==> src/sv/dpc_pkg.sv <==
`default_nettype none
package dpc_pkg;
    localparam int MAX_NODES = 1024;
    localparam int MAX_EDGES = 4096;
    localparam int NW = $clog2(MAX_NODES);
    localparam int EW = $clog2(MAX_EDGES);
    localparam int CFGW = 11;
    localparam int PW = 30;
    localparam logic [PW-1:0] PRIME_MOD = 30'd1000000007;

    localparam logic [1:0] ST_OK = 2'd0;
    localparam logic [1:0] ST_FULL = 2'd1;
    localparam logic [1:0] ST_RANGE = 2'd2;

    localparam logic OP_EDGE = 1'b0;
    localparam logic OP_START = 1'b1;

    typedef struct packed {
        logic          op;
        logic [NW-1:0] src;
        logic [NW-1:0] dst;
        logic          drop;
        logic [1:0]    status;
    } t_cmd;

    typedef enum logic [3:0] {
        S_CLEAR, S_IDLE, S_LINK, S_INIT, S_TOP, S_RDEDGE, S_DEST, S_VIS,
        S_ADDV, S_POP, S_POPADD, S_ADV, S_ADV2, S_OUT
    } t_state;
endpackage
`default_nettype wire

==> src/sv/dpc_if.sv <==
`default_nettype none
interface dpc_in_if;
    logic       valid;
    logic       ready;
    logic       opcode;
    logic [9:0] edge_source;
    logic [9:0] edge_target;
    modport source(output valid, output opcode, output edge_source, output edge_target,
                   input ready);
    modport sink(input valid, input opcode, input edge_source, input edge_target,
                 output ready);
endinterface

`default_nettype wire

==> src/sv/dpc_front.sv <==
`default_nettype none
module dpc_front (
    input  wire logic                 i_clk,
    input  wire logic                 i_rst_n,
    dpc_in_if.sink                    in_ch,
    input  wire logic [dpc_pkg::NW:0] i_limit,
    input  wire logic                 i_q_full,
    output logic                      o_push,
    output dpc_pkg::t_cmd             o_cmd
);
    import dpc_pkg::*;
    logic [EW:0] r_count, n_count;
    logic [1:0]  r_err, n_err;
    logic        range_bad, full;

    assign in_ch.ready = !i_q_full;
    assign o_push = in_ch.valid && !i_q_full;
    assign range_bad = ({1'b0, in_ch.edge_source} >= i_limit) ||
                       ({1'b0, in_ch.edge_target} >= i_limit);
    assign full = (r_count == (EW+1)'(MAX_EDGES));

    // classify the item and track the running error code
    always_comb begin
        n_count = r_count;
        n_err = r_err;
        o_cmd.op = in_ch.opcode;
        o_cmd.src = in_ch.edge_source;
        o_cmd.dst = in_ch.edge_target;
        o_cmd.drop = 1'b0;
        o_cmd.status = r_err;
        if (in_ch.opcode == OP_START) begin
            n_count = '0;
            n_err = ST_OK;
        end else if (range_bad) begin
            o_cmd.drop = 1'b1;
            n_err = ST_RANGE;
        end else if (full) begin
            o_cmd.drop = 1'b1;
            if (r_err != ST_RANGE) n_err = ST_FULL;
        end else begin
            n_count = r_count + 1'b1;
        end
    end

    always_ff @(posedge i_clk) begin
        if (!i_rst_n) begin
            r_count <= '0;
            r_err <= ST_OK;
        end else if (o_push) begin
            r_count <= n_count;
            r_err <= n_err;
        end
    end
endmodule
`default_nettype wire

==> src/flat_wrapper.sv <==
// flat-port wrapper written by rule: the top's interface ports become plain ports
module dpc_front_flat import dpc_pkg::*;
  (i_clk, i_rst_n, i_limit, i_q_full, o_push, o_cmd, in_ch_valid, in_ch_opcode, in_ch_edge_source, in_ch_edge_target, in_ch_ready);
  dpc_in_if in_ch_i ();
  input  wire logic i_clk;
  input  wire logic i_rst_n;
  input  wire logic [dpc_pkg::NW:0] i_limit;
  input  wire logic i_q_full;
  output logic o_push;
  output dpc_pkg::t_cmd o_cmd;
  input wire logic [$bits(in_ch_i.valid)-1:0] in_ch_valid;
  input wire logic [$bits(in_ch_i.opcode)-1:0] in_ch_opcode;
  input wire logic [$bits(in_ch_i.edge_source)-1:0] in_ch_edge_source;
  input wire logic [$bits(in_ch_i.edge_target)-1:0] in_ch_edge_target;
  output wire logic [$bits(in_ch_i.ready)-1:0] in_ch_ready;
  assign in_ch_i.valid = in_ch_valid;
  assign in_ch_i.opcode = in_ch_opcode;
  assign in_ch_i.edge_source = in_ch_edge_source;
  assign in_ch_i.edge_target = in_ch_edge_target;
  assign in_ch_ready = in_ch_i.ready;
  dpc_front u_core (.i_clk(i_clk), .i_rst_n(i_rst_n), .in_ch(in_ch_i), .i_limit(i_limit), .i_q_full(i_q_full), .o_push(o_push), .o_cmd(o_cmd));
endmodule
==> config.mk <==
export PLATFORM = sky130hd
export DESIGN_NAME = dpc_front_flat
export DESIGN_NICKNAME = d
export VERILOG_FILES = /design/src/sv/dpc_pkg.sv /design/src/sv/dpc_if.sv /design/src/sv/dpc_front.sv /design/src/flat_wrapper.sv
export SDC_FILE = /design/constraint.sdc
export NUM_CORES = 1
export LEC_CHECK = 0
export ABC_AREA = 0
export BUFFER_PORTS_ARGS = -buffer_cell sky130_fd_sc_hd__buf_2
export CORE_ASPECT_RATIO = 0.8
export CORE_MARGIN = 1.5
export CORE_UTILIZATION = 30
export DETAILED_ROUTE_END_ITERATION = 6
export MAX_ROUTING_LAYER = met4
export PLACE_DENSITY_LB_ADDON = 0.05
export SLEW_MARGIN = 20
export SYNTH_ARGS = -nofsm -noshare
export SYNTH_HDL_FRONTEND = slang
export SYNTH_SLANG_ARGS = --single-unit
==> constraint.sdc <==
create_clock -name i_clk -period 2.8 [get_ports i_clk]
set_input_delay 0.28 -clock i_clk [delete_from_list [all_inputs] [get_ports i_clk]]
set_output_delay 0.28 -clock i_clk [all_outputs]
set_load 0.02 [all_outputs]
* After elaboration in Yosys (flattened, before gate mapping) *
Cells that the tools add are included.
Widths: inputs -> output; s select.

storage, ports and cells
  bits in registers = 15
  input port bits = 36
  output and inout bits = 26
  word-level logic and storage cells = 26

operators by class
  $add $sub $neg = 1
  order comparisons = 2
  eq/ne operators = 4
  muxes and demuxes = 10
  reduce and logical (&&, ||, !) cells = 7

operator list
  cell                   number
  $mux 13                3
  $ge 10x11->1           2
  $add 13x1->13 const B  1
  $eq 13x13->1 const B   1
  $mux 2                 4
  $ne 2x2->1 const B     3
  $reduce_and 3->1       2
  $reduce_bool 3->1      2
  $mux 1                 3
  $logic_and 1x1->1      1
  $logic_not 1->1        1
  $logic_or 1x1->1       1

* Longest topological paths before layout *
  depth in word-level cells = 5
  mapped depth = 10
  mapped depth without buffers = 8

* Least setup slack after synthesis *
OpenSTA, ideal clock, no wires.

  path type = input port to output port
  start point = in i_limit[9] in the netlist's numbering
  end point = out o_cmd[2] in the netlist's numbering
  arrival = 1.899 ns
  slack = 0.621 ns
  stages = 9
  cells stage by stage = inv_1 > ha_1 > nand4b_1 > or3_1 > o221ai_2 > buf_6 > buf_2 > nor2_1 > nor2_1

RTL lines
  item         line                text
  from (decl)  flat_wrapper.sv:7   input wire logic [dpc_pkg::NW:0] i_limit;
  to (decl)    flat_wrapper.sv:10  output dpc_pkg::t_cmd o_cmd;

==> reports/results.ini <==
[synth]
synth.avg_cell_area_um2=7.76
synthSimpleGateAreaFrac_pct=29.4
synth_most_common_cell=nand2_1
synth_xor_area_share_pct=0
synth_cell_types=42
async_flop_share_pct=0
synth_edf_count=0
syn_nets=274
yosysWarnings=0
syn_area_mm2=0.00168
synth_top_family_by_area=simple AND/OR/NAND/NOR gates
yosysSeqAreaShare_pct=17.9
yosys_register_bits=15
postSynthCellCount=216
synth_flop_cell=dfxtp_1
synth_top_area_share_pct=17.9
synth_compound_area_share_pct=20.5
synth_area_leaders=dfxtp_1 18%, ha_1 16%, buf_4 9.4%
yosys-top-cells-count=28 x nand2_1, 22 x ha_1, 21 x buf_4, 16 x inv_1, 15 x dfxtp_1
yosys-mux-area-fraction_pct=0
yosysTopAreaCell=dfxtp_1
synthAdderAreaFrac_pct=16.4

[routing]
first_iter_violations=90
dr.pass1.iters=4
wire_per_inst_um=12.8
num_vias=1604
antenna_left=0
drc=0
wl_um=4100
via_per_inst=5.00

[worst_setup_path]
critPathKind=in2out
startpoint_type=input pin
cp-end-kind=output pin
cp_data_required_time_ns=2.52
crit_fanout=19
r2r_slack_ns=0.73
r2r_start=u_core.r_count[0]$_SDFFE_PN0P_
reg2regPathDepth=7
r2r-end=u_core.r_count[10]$_SDFFE_PN0P_
arrival_ns=2.08

[hold_path]
hold_start=i_rst_n
hold_path_depth=3
min_to=u_core.r_err[0]$_SDFFE_PN0P_
hold_path_class=in2reg

[floorplan]
boundaryPins=62
fp.dieH_um=69.8
start_util_pct=31.0
rows=24
coreArea_mm2=0.00541
die_width_um=86.6
dieArea_mm2=0.00604

[clocking]
post_cts_resized=0
cts_setup_buffers=0
clockBufferDepth=2
cts_sinks=15
cts_tree=done
cts_made_buffers=3
clk_latency_ns=0.25
cts_root_buf=clkbuf_8
path_clk_slew_ns=0.06
postCtsHoldBufs=0
htreeDepth=1

[cells_and_area]
area_growth_pct=15.8
instances_no_fill=321
diodes=0
final_nets=315
fillCellCount=583
layout-drive-gt1-share_pct=29.7

[global_route]
grt_max_degree=20
grt_pass1_wl_um=6750
grt_overflow_total=0
grt_pass1_vias=1429
antenna_found_initial=0
grt.total_usage_pct=14.4

[timing]
worstMarginPinSlew_ns=0.487
drv_slew=0
rsz0062_at_grt=false
tns_ns=0
fmaxAchievable_ghz=0.424
fin_skew_ns=0.00303
period_minus_slack_ns=2.36
final_hold_viol_count=0
relSlewSlack_pct=67.3
setup_viol=0
layout_worst_path_cycle_share_pct=84.2

[placed_design]
port_buffers=61
post-dp-hpwl_um=3310
dp_cells=317
gp_congestion=0.809

[power_and_ir_drop]
sequentialPowerShare_pct=36.5
ir_drop_uv=152
power_density_mw_per_mm2=325
power_switching_mw=0.216
p_comb_share_pct=35.0
clockPowerShare_pct=28.5
p_leak_nw=0.870
swShare_pct=34.3
p_int_mw=0.415
finalPower_mw=0.631

[run]
max_cap_viol_count=0

[run_status]
status=finished, final reports clean

==> logic make-up (layout without fill, tap and decap cells) <==
| logic type | Yosys count | in the layout |
|---|---|---|
| and+or+nand+nor | 92 | 92 |
| adders and majority gates | 22 | 22 |
| buffers and inverters | 46 | 86 |
| DFF | 15 | 15 |
| AOI/OAI and AO/OA | 41 | 41 |
==> critical path, stage by stage <==
cell       delay [ns]
buf_2            0.10
ha_1             0.35
nand4_1          0.19
a21oi_2          0.07
a2111oi_4        0.35
o221ai_2         0.16
buf_4            0.22
nor2_1           0.14
nor2_1           0.05
buf_2            0.15
==> cell usage in the layout (no fill, tap or decap), types with 2 or more instances in the layout <==
| cell type | netlist | layout |
|---|---|---|
| or3_1 | 8 | 8 |
| o31a_1 | 4 | 4 |
| a2bb2oi_1 | 2 | 2 |
| nand2_1 | 28 | 28 |
| clkbuf_8 | 0 | 3 |
| ha_1 | 22 | 22 |
| nor2_1 | 9 | 9 |
| nor2b_1 | 4 | 4 |
| and2_1 | 3 | 3 |
| dfxtp_1 | 15 | 15 |
| nand3_1 | 10 | 10 |
| o311ai_0 | 2 | 2 |
| nor3_1 | 5 | 5 |
| nor4_1 | 5 | 5 |
| o31ai_1 | 5 | 5 |
| nand4b_1 | 4 | 4 |
| a21o_1 | 2 | 2 |
| buf_4 | 21 | 5 |
| buf_2 | 5 | 61 |
| o21ai_0 | 7 | 7 |
| a21oi_1 | 6 | 6 |
| or4_1 | 4 | 4 |
| a2111oi_4 | 2 | 2 |
| nand2b_1 | 2 | 2 |
| inv_1 | 16 | 16 |
| nand4_1 | 5 | 5 |
| a21oi_2 | 2 | 2 |
==> registers in the layout (all words and copies together), names as in the netlist <==
register	count
u_core.r_err	2
u_core.r_count	13
==> per-layer routing <==
metal  vias up  part of all wire, %  global-route usage [%]  wire length [µm]
met5         -                    0                       -                 0
met2        49                   41                    20.7              1670
met1       703                   54                    21.3              2210
met3         0                  5.4                    3.33               220
li1        852                    -                       -                 -
met4         0                    0                    1.08                 0
==> power by group through the flow <==
| stage | logic (mW) | registers (mW) | clock network (mW) |
|---|---|---|---|
| 2_1_floorplan | 0.166 | 0.234 | 0 |
| 3_3_place_gp | 0.225 | 0.235 | 0 |
| 3_5_place_dp | 0.224 | 0.235 | 0 |
| 4_1_cts | 0.225 | 0.230 | 0.189 |
| 5_1_grt | 0.246 | 0.232 | 0.200 |
| 6_report | 0.221 | 0.230 | 0.180 |
==> metrics by stage <==
| step | utilization, % | setup WS [ns] | area [µm²] | hold WS (ns) |
|---|---|---|---|---|
| 4_1_cts | 35.9 | 0.401 | 1940 | 0.308 |
| 3_3_place_gp | 35.0 | 0.350 | 1890 | 0.478 |
| 6_report | 35.9 | 0.443 | 1940 | 0.313 |
| 2_1_floorplan | - | 0.621 | 1680 | 0.418 |
| 5_1_grt | 35.9 | 0.293 | 1940 | 0.310 |
| 3_5_place_dp | 35.0 | 0.334 | 1890 | 0.471 |
==> final cells by class <==
type,count,area (µm²),area share [%]
flip-flops and latches,15,300,15.5
well taps,65,81.3,4.19
multi-input cells,155,1110,57.2
inverters,16,60.1,3.10
repair buffers,66,343,17.7
clock buffers,4,45.0,2.32
==> worst max path at each step <==
stage                                        start                             end  slack (ns)
floorplan                               i_limit[9]                        o_cmd[2]        0.62
global placement              in_ch_edge_target[6]  u_core.r_count[5]$_SDFFE_PN0P_        0.35
detailed placement            in_ch_edge_target[6]  u_core.r_count[5]$_SDFFE_PN0P_        0.33
CTS                           in_ch_edge_target[6]                        o_cmd[2]        0.40
global route        u_core.r_count[0]$_SDFFE_PN0P_                        o_cmd[2]        0.29
finish                        in_ch_edge_target[6]                        o_cmd[2]        0.44
(Power assumes the default switching activity.)
