[config.mk]
export PLATFORM = sky130hd
export DESIGN_NAME = dpc_queue
export DESIGN_NICKNAME = d
export VERILOG_FILES = /design/src/sv/dpc_pkg.sv /design/src/sv/dpc_queue.sv
export SDC_FILE = /design/constraint.sdc
export NUM_CORES = 1
export LEC_CHECK = 0
export BUFFER_PORTS_ARGS = -buffer_cell sky130_fd_sc_hd__clkbuf_2
export CORE_UTILIZATION = 51
export CTS_CLUSTER_SIZE = 12
export DETAILED_ROUTE_END_ITERATION = 8
export GPL_TIMING_DRIVEN = 1
export PLACE_DENSITY = 0.75
export SETUP_SLACK_MARGIN = 0.05
export SKIP_LAST_GASP = 1
export SLEW_MARGIN = 5
export SYNTH_ARGS = -nofsm -noshare
export SYNTH_HDL_FRONTEND = slang
export SYNTH_SLANG_ARGS = --single-unit
[constraint.sdc]
create_clock -name i_clk -period 1.5 [get_ports i_clk]
set_input_delay 0.15 -clock i_clk [delete_from_list [all_inputs] [get_ports i_clk]]
set_output_delay 0.15 -clock i_clk [all_outputs]
set_load 0.02 [all_outputs]
[src/sv/dpc_pkg.sv]
`default_nettype none
package dpc_pkg;
    localparam int MAX_NODES = 1024;
    localparam int MAX_EDGES = 4096;
    localparam int NW = $clog2(MAX_NODES);
    localparam int EW = $clog2(MAX_EDGES);
    localparam int CFGW = 11;
    localparam int PW = 30;
    localparam logic [PW-1:0] PRIME_MOD = 30'd1000000007;

    localparam logic [1:0] ST_OK = 2'd0;
    localparam logic [1:0] ST_FULL = 2'd1;
    localparam logic [1:0] ST_RANGE = 2'd2;

    localparam logic OP_EDGE = 1'b0;
    localparam logic OP_START = 1'b1;

    typedef struct packed {
        logic          op;
        logic [NW-1:0] src;
        logic [NW-1:0] dst;
        logic          drop;
        logic [1:0]    status;
    } t_cmd;

    typedef enum logic [3:0] {
        S_CLEAR, S_IDLE, S_LINK, S_INIT, S_TOP, S_RDEDGE, S_DEST, S_VIS,
        S_ADDV, S_POP, S_POPADD, S_ADV, S_ADV2, S_OUT
    } t_state;
endpackage
`default_nettype wire

[src/sv/dpc_queue.sv]
`default_nettype none
module dpc_queue (
    input  wire logic  i_clk,
    input  wire logic  i_rst_n,
    input  wire logic  i_push,
    input  dpc_pkg::t_cmd i_cmd,
    output logic       o_full,
    output logic       o_empty,
    input  wire logic  i_pop,
    output dpc_pkg::t_cmd o_cmd
);
    import dpc_pkg::*;
    t_cmd       r_slot [4];
    logic [2:0] r_wp, r_rp;

    assign o_full = (r_wp[1:0] == r_rp[1:0]) && (r_wp[2] != r_rp[2]);
    assign o_empty = (r_wp == r_rp);
    assign o_cmd = r_slot[r_rp[1:0]];

    // hold payload in slots, advance pointers on transfer
    always_ff @(posedge i_clk) begin
        if (i_push) r_slot[r_wp[1:0]] <= i_cmd;
    end
    always_ff @(posedge i_clk) begin
        if (!i_rst_n) begin
            r_wp <= '0;
            r_rp <= '0;
        end else begin
            if (i_push) r_wp <= r_wp + 1'b1;
            if (i_pop) r_rp <= r_rp + 1'b1;
        end
    end
endmodule
`default_nettype wire

* Yosys cells after proc, flatten, opt, wreduce, memory -nomap -nowiden
Memories as Yosys holds them, arrays and structs flattened. A register that Yosys moved wholly into a read port is not among the register bits.
Index checks and enable logic that the tools add are counted.
** Operators by class
- Eq/ne operators :: 3
- Add/sub/neg operators :: 2
- Reductions and logical operators :: 1
- Multiplexer cells :: 4
** Operators with widths (number)
- $add A3 B1 Y3 const B :: 2
- $mux W2 :: 2
- $eq A3 B3 Y1 :: 1
- $eq A2 B2 Y1 :: 1
- $mux W1 :: 2
- $logic_and A1 B1 Y1 :: 1
- $ne A1 B1 Y1 :: 1
** Storage, ports and cells
- Word-level logic and storage cells :: 13
- Memories :: 1
- Input port bits :: 28
- Register bits :: 6
- Memory bits (writable) :: 96
- Output and inout bits :: 26
** Memories
- r_slot :: words 4, bits a word 24, rd ports 1, clocked after Yosys merged registers in 1, write ports 1, line dpc_queue.sv:13 : t_cmd r_slot [4];

* Longest topological paths before layout
Gate-level depths: netlist of the first run.
- Depth in word-level cells :: 3
- Gate-level depth with buffers :: 4
- Gate-level depth less buffers :: 4

* Least setup slack after synthesis of the first run
Ideal clock, no wire load.
- Path type :: register to register
- Start :: register r_wp[0]
- End :: memory r_slot[3][0] in the netlist's numbering (enable)
- Arrival :: 1.224 ns
- Setup slack :: -0.107 ns
- Buffers on the path :: 0
- Library setup time :: 0.383 ns
- Clock period less this slack :: 1.607 ns
- Data required time :: 1.117 ns
- Cell stages (with the launch flop) :: 3
- Cells stage by stage :: dfxtp_1 > ha_1 > and2_1
** RTL lines
- start, declared :: line dpc_queue.sv:14 : logic [2:0] r_wp, r_rp;
- start signal, assigned :: line dpc_queue.sv:29 : if (i_push) r_wp <= r_wp + 1'b1;
- end, declared :: line dpc_queue.sv:13
No word-level cell before the write port.

==> qor.tcl, run 1 <==
set qor(run_status) {finished, violations left}
set qor(failed_checks) {setup timing}
set qor(worst-path-stages) 4
set qor(num_antenna_cells) 0
set qor(cts-root-to-sink-buffers) 2
set qor(initial_utilization_pct) 53.29
set qor(global_route_congestion_overflow_total) 0
set qor(timing.reg2reg.worst_path_depth) 4
set qor(root_buffer) {sky130_fd_sc_hd__clkbuf_8}
set qor(grt_max_degree) 25
set qor(register_area_mm2) 0.003050
set qor(area.growth.synth_to_final_pct) 25.75
set qor(leakage_nw) 1.710
set qor(intPower_mw) 4.416
set qor(clock.fmax_ghz) 0.5527
set qor(pwr-share-seq_pct) 57.0
set qor(min_delay_path_depth) 1
set qor(power.clock.fraction_pct) 27.5
set qor(synthesis.area_mm2) 0.003906
set qor(max_slew.worst_pin.slew_ns) 0.3844
set qor(synth-compound-area-share_pct) 0.7687
set qor(yosys_warnings) 0
set qor(seq_area_frac_synth_pct) 77.90
set qor(category_of_the_worst_setup_path_launch_point) {flip-flop}
set qor(num_rows) 31
set qor(drc) 0
set qor(maximum_vdd_ir_drop_uv) 642.4
set qor(holdCritPathClass) {in2reg}
set qor(timing.critical_path.to_type) {primary output}
set qor(cp_max_fo) 7
set qor(wire_length_reported_by_the_detailed_router_mm) 6.503
set qor(cts_buffer_count) 9
set qor(layout_setup_ws_ns) -0.3094
set qor(layout.cells.most_common_list) {96 x sky130_fd_sc_hd__edfxtp_1, 30 x sky130_fd_sc_hd__clkbuf_2, 23 x sky130_fd_sc_hd__mux4_2}
set qor(ios) 54
set qor(syn-instance-count) 167
set qor(min_period_ns) 1.809
set qor(synth_cell_type_count) 20
set qor(yosys.area.top_type_share_pct) 73.80
set qor(final_net_count) 282
set qor(first_global_vias) 1934
set qor(post_synth.cell_area_avg_um2) 23.39
set qor(wl_per_cell_um) 18.42
set qor(combined_area_of_the_multi_input_logic_cells_um2) 830.8
set qor(placeableCoreArea_mm2) 0.007331
set qor(holdWs_ns) 0.01500
set qor(die-area_mm2) 0.008013
set qor(first_pass_grt_wire_length_mm) 9.701
set qor(grt_setup_unrepaired) {yes}
set qor(net-switching-power_mw) 1.480
set qor(worst_ep_arrival_time_ns) 1.66
set qor(max-slew-margin-rel_pct) 74.38
set qor(cts_num_sinks) 104
set qor(num-fill-cells) 470
set qor(grt.total_usage_pct) 17.31
set qor(timing.critical_path.max_delay_family) {multiplexers}
set qor(power_mw) 5.896
set qor(fp.dieW_um) 89.52
set qor(final_setup_fails) 24
set qor(power_frac_comb_pct) 15.6
set qor(final_max_slew_viol_count) 0
set qor(cp_slowest_cell) {sky130_fd_sc_hd__mux4_2}
set qor(synth_simple_gate_area_share_pct) 1.826
set qor(postRouteAntennaNets) 0
set qor(final-instance-count-excl-fill) 353
set qor(synthesis.nets) 200
set qor(antenna_found_initial) 0
set qor(viasPerCell) 5.252
set qor(htree_num_levels) 3
set qor(drive_gt1_share_pct) 47.64
set qor(dp_slack_ns) -0.02064
set qor(crit_chain) {buf_12 > buf_16 > mux4_2 > buf_6}
set qor(clk_transition_reported_paths_ns) 0.10
set qor(yosys-mux-area-fraction_pct) 14.73
set qor(synth_area_leader_cell) {sky130_fd_sc_hd__edfxtp_1}
set qor(clock_latency_ns) 0.35
set qor(switch_share_pct) 25.10
set qor(initialDrtViolationCount) 96
set qor(tritoncts_clock_tree) {built}
set qor(powerDensity_mw_per_mm2) 1200
set qor(maxCapViolCount) 0
set qor(synth_top_family_by_area) {multiplexers}
set qor(detailroute.via_count) 1854
set qor(fin_crit_sh_pct) 120.6
set qor(synthTopCellsByArea) {sky130_fd_sc_hd__edfxtp_1 74%, sky130_fd_sc_hd__mux4_2 12%, sky130_fd_sc_hd__dfxtp_1 4.1%}
set qor(synthAdderAreaFrac_pct) 1.602
set qor(utilization_pct) 67.01
set qor(gp_routability_congestion) 0.6954
set qor(layout_commonest_cell) {sky130_fd_sc_hd__edfxtp_1}
set qor(worst-setup-path-type) {reg2out}
set qor(finalHoldViolCount) 0
set qor(die_height_um) 89.52
set qor(yosys_register_bits) 104
set qor(worstPathBufferInverterCount) 3
set qor(timing.critical_path.slowest_cell_delay_ns) 0.51
set qor(dp.cells) 318
set qor(synth_xor_xnor_area_share_pct) 1.121
set qor(drt_pre_antenna_iters) 4
set qor(clock_skew_ns) 0.009279
set qor(cp_data_required_time_ns) 1.35
set qor(portBuffers) 53
==> final cells by class <==
| cell class | count | area share [%] |
|---|---|---|
| sequential | 104 | 62.10 |
| multi-input combinational | 53 | 16.91 |
| timing repair buffer | 78 | 14.47 |
| clock buffer | 9 | 2.522 |
| tap | 99 | 2.522 |
| clock inverter | 7 | 1.248 |
| inverter | 3 | 0.2292 |
==> repair_timing <==
item,in CTS,in global routing
setup endpoints to repair,98,47
gates resized for setup,17,59
endpoints found under the hold margin,36,4
hold buffers,10,1
buffers inserted,3,2
pin swaps,2,2
cloned,1,2
==> registers in the layout (all words and copies together), names as in the netlist, named ones only <==
register and flops:
r_wp 3, r_rp 3, r_slot 96
==> cells by family after synthesis <==
group | after synthesis
buffers and inverters | 10
adders and majority gates | 5
DFF | 104
muxes | 26
xor gates and xnor gates | 5
AOI/OAI and AO/OA | 4
and+or+nand+nor | 13
==> final timing paths <==
path,start,endpoint,slack [ns]
max reg2reg,r_wp[0],r_slot[2][15],0.09
min reg2reg,r_wp[2],r_wp[2],0.58
max,flip-flop,o_cmd[8],-0.31
min,i_cmd[7],r_slot[1][7],0.01
==> metrics by stage <==
stage,setup TNS (ns),cell area [um^2]
final,-5.989,4912
after global routing,-7.702,4912
after CTS,-6.836,4711
after detailed placement,-0.6337,4328
after global placement,0,4328
after floorplan,0,3911
==> cell usage after synthesis (all sizes together) <==
cell	n
dfxtp	8
a21bo	2
mux2i	2
nor3b	1
mux4	24
and2	4
edfxtp	96
xnor2	3
ha	5
buf	5
inv	3
xor2	2
nor3	1
nand3b	2
clkbuf	2
a21oi	2
nor2	5
==> layer usage <==
layer / vias to the layer above / wire [um] / GRT usage (%)
met4: 0 / 132 / 8.514
met2: 41 / 3355 / 28.31
li1: 845 / - / -
met1: 958 / 2840 / 22.29
met5: - / 0 / 0
met3: 10 / 175 / 3.601
==> power groups by stage <==
stage / combinational (mW) / sequential, mW / clock [mW]
2_1_floorplan: 0.488 / 3.40 / 0
3_3_place_gp: 0.717 / 3.41 / 0
3_5_place_dp: 0.727 / 3.42 / 0
4_1_cts: 0.819 / 3.36 / 1.63
5_1_grt: 0.987 / 3.37 / 1.75
6_report: 0.919 / 3.36 / 1.62
Power figures use the tool's default switching activity.
==> run 2, diff against run 1 <==
- CORE_UTILIZATION: 51 -> 53
- CTS_BUF_LIST: not set -> sky130_fd_sc_hd__clkbuf_8
- PLACE_DENSITY: 0.75 -> 0.77
- SKIP_LAST_GASP: 1 -> not set
==> qor.tcl, run 2 (synthesis results as in run 1) <==
set qor(grt_max_degree) 25
set qor(detailroute.via_count) 1845
set qor(layout.cells.most_common_list) {96 x sky130_fd_sc_hd__edfxtp_1, 27 x sky130_fd_sc_hd__clkbuf_2, 24 x sky130_fd_sc_hd__mux4_2, 24 x sky130_fd_sc_hd__buf_6, 12 x sky130_fd_sc_hd__clkbuf_8}
set qor(ios) 54
set qor(wl_per_cell_um) 18.36
set qor(drt_pre_antenna_iters) 4
set qor(root_buffer) {sky130_fd_sc_hd__clkbuf_8}
set qor(fp.dieW_um) 87.85
set qor(num_rows) 30
set qor(wire_length_reported_by_the_detailed_router_mm) 6.370
set qor(antenna_found_initial) 0
set qor(num_antenna_cells) 0
set qor(powerDensity_mw_per_mm2) 1273
set qor(run_status) {finished, violations left}
set qor(timing.critical_path.to_type) {primary output}
set qor(cts-root-to-sink-buffers) 2
set qor(cts_buffer_count) 9
set qor(maximum_vdd_ir_drop_uv) 726.5
set qor(maxCapViolCount) 0
set qor(initial_utilization_pct) 56.25
set qor(net-switching-power_mw) 1.413
set qor(min_period_ns) 1.786
set qor(final_max_slew_viol_count) 0
set qor(clock_skew_ns) 0.004871
set qor(cts_num_sinks) 104
set qor(max_reg_flops) 96
set qor(fin_setup_tns_ns) -5.923
set qor(htree_num_levels) 3
set qor(finalHoldViolCount) 0
set qor(drc) 0
set qor(pwr-share-seq_pct) 53.6
set qor(postRouteAntennaNets) 0
set qor(holdCritPathClass) {in2reg}
set qor(worst-setup-path-type) {reg2out}
set qor(die-area_mm2) 0.007718
set qor(viasPerCell) 5.317
set qor(clk_transition_reported_paths_ns) 0.09
set qor(switch_share_pct) 22.53
set qor(global_route_congestion_overflow_total) 0
set qor(first_pass_grt_wire_length_mm) 9.639
set qor(gp_routability_congestion) 0.6467
set qor(intPower_mw) 4.860
set qor(layout_setup_ws_ns) -0.2861
set qor(hpwl_detailed_mm) 3.849
set qor(power_frac_comb_pct) 15.2
set qor(category_of_the_worst_setup_path_launch_point) {flip-flop}
set qor(power.clock.fraction_pct) 31.2
set qor(holdWs_ns) 0.01925
set qor(layout_commonest_cell) {sky130_fd_sc_hd__edfxtp_1}
set qor(grt_setup_unrepaired) {yes}
set qor(clock.fmax_ghz) 0.5599
set qor(cp_max_fo) 6
set qor(clock_latency_ns) 0.36
set qor(final_net_count) 279
set qor(failed_checks) {setup timing}
set qor(max_slew.worst_pin.slew_ns) 0.3852
set qor(portBuffers) 53
set qor(fin_crit_sh_pct) 119.1
set qor(worst_ep_arrival_time_ns) 1.64
set qor(tritoncts_clock_tree) {built}
set qor(drive_gt1_share_pct) 48.21
set qor(first_global_vias) 1913
set qor(grt.total_usage_pct) 17.82
set qor(max-slew-margin-rel_pct) 74.32
set qor(area.growth.synth_to_final_pct) 26.17
set qor(leakage_nw) 1.729
set qor(cp_data_required_time_ns) 1.35
set qor(initialDrtViolationCount) 83
set qor(placeableCoreArea_mm2) 0.006944
set qor(die_height_um) 87.85
set qor(final_setup_fails) 24
run 2: changes by cell type in the layout (fill, tap and decap cells not counted), moves of 2 or more:
| cell | delta |
|---|---|
| sky130_fd_sc_hd__bufinv_16 | +2 |
| sky130_fd_sc_hd__clkbuf_8 | +3 |
| sky130_fd_sc_hd__inv_8 | -2 |
| sky130_fd_sc_hd__buf_2 | -5 |
| sky130_fd_sc_hd__buf_6 | +8 |
| sky130_fd_sc_hd__clkbuf_2 | -3 |
| sky130_fd_sc_hd__buf_4 | +2 |
| sky130_fd_sc_hd__dlygate4sd3_1 | -3 |
run 2: repair_timing:
action	CTS	global route
resized for setup	20	78
buffers inserted	2	1
cloned	0	1
hold buffers	4	4
setup endpoints to repair	98	39
hold endpoints to repair	16	13
pin swaps	2	2
run 2: critical path, stage by stage, from the launching register on:
cell,delay [ns]
sky130_fd_sc_hd__dfxtp_4,0.43
sky130_fd_sc_hd__buf_12,0.15
sky130_fd_sc_hd__mux4_2,0.55
sky130_fd_sc_hd__buf_8,0.16
run 2: layout make-up:
type	count	area (um^2)
sequential	104	3050
fill	428	2016
multi-input combinational	53	814.5
timing repair buffer	75	694.4
clock buffer	11	151.4
tap	96	120.1
clock inverter	5	86.33
inverter	3	11.26
run 2: metrics by stage:
| step | setup WS, ns | power, mW | util (%) | area, um^2 | instances |
|---|---|---|---|---|---|
| 2_1_floorplan | 0.1465 | 3.891 | - | 3911 | 167 |
| 3_3_place_gp | 0.02354 | 4.128 | 62.52 | 4342 | 319 |
| 3_5_place_dp | -0.03379 | 4.146 | 62.52 | 4342 | 319 |
| 4_1_cts | -0.3124 | 6.151 | 67.42 | 4682 | 341 |
| 5_1_grt | -0.3332 | 6.506 | 70.97 | 4928 | 347 |
| 6_report | -0.2861 | 6.273 | 70.97 | 4928 | 347 |
run 2: worst paths after layout:
| kind | depth (start not counted) | startpoint | slack, ns | endpoint |
|---|---|---|---|---|
| worst max-delay path | 3 | flip-flop | -0.29 | o_cmd[21] |
| worst min-delay path | 1 | i_cmd[7] | 0.02 | r_slot[0][7] |
| worst max register to register | 5 | r_wp[1] | 0.12 | r_slot[3][17] |
| worst min register to register | 2 | r_rp[2] | 0.58 | r_rp[2] |
run 2: layer usage:
layer | vias up | wire, um | GRT usage, %
li1 | 843 | - | -
met1 | 945 | 2728 | 23.51
met2 | 48 | 3294 | 28.61
met3 | 9 | 285 | 5.938
met4 | 0 | 61 | 5.216
met5 | - | 0 | 0
run 2: power groups by stage:
stage	clock network (mW)	logic [mW]	registers [mW]
2_1_floorplan	0	0.488	3.40
3_3_place_gp	0	0.716	3.41
3_5_place_dp	0	0.726	3.42
4_1_cts	2.01	0.787	3.36
5_1_grt	2.12	1.01	3.38
6_report	1.96	0.951	3.36
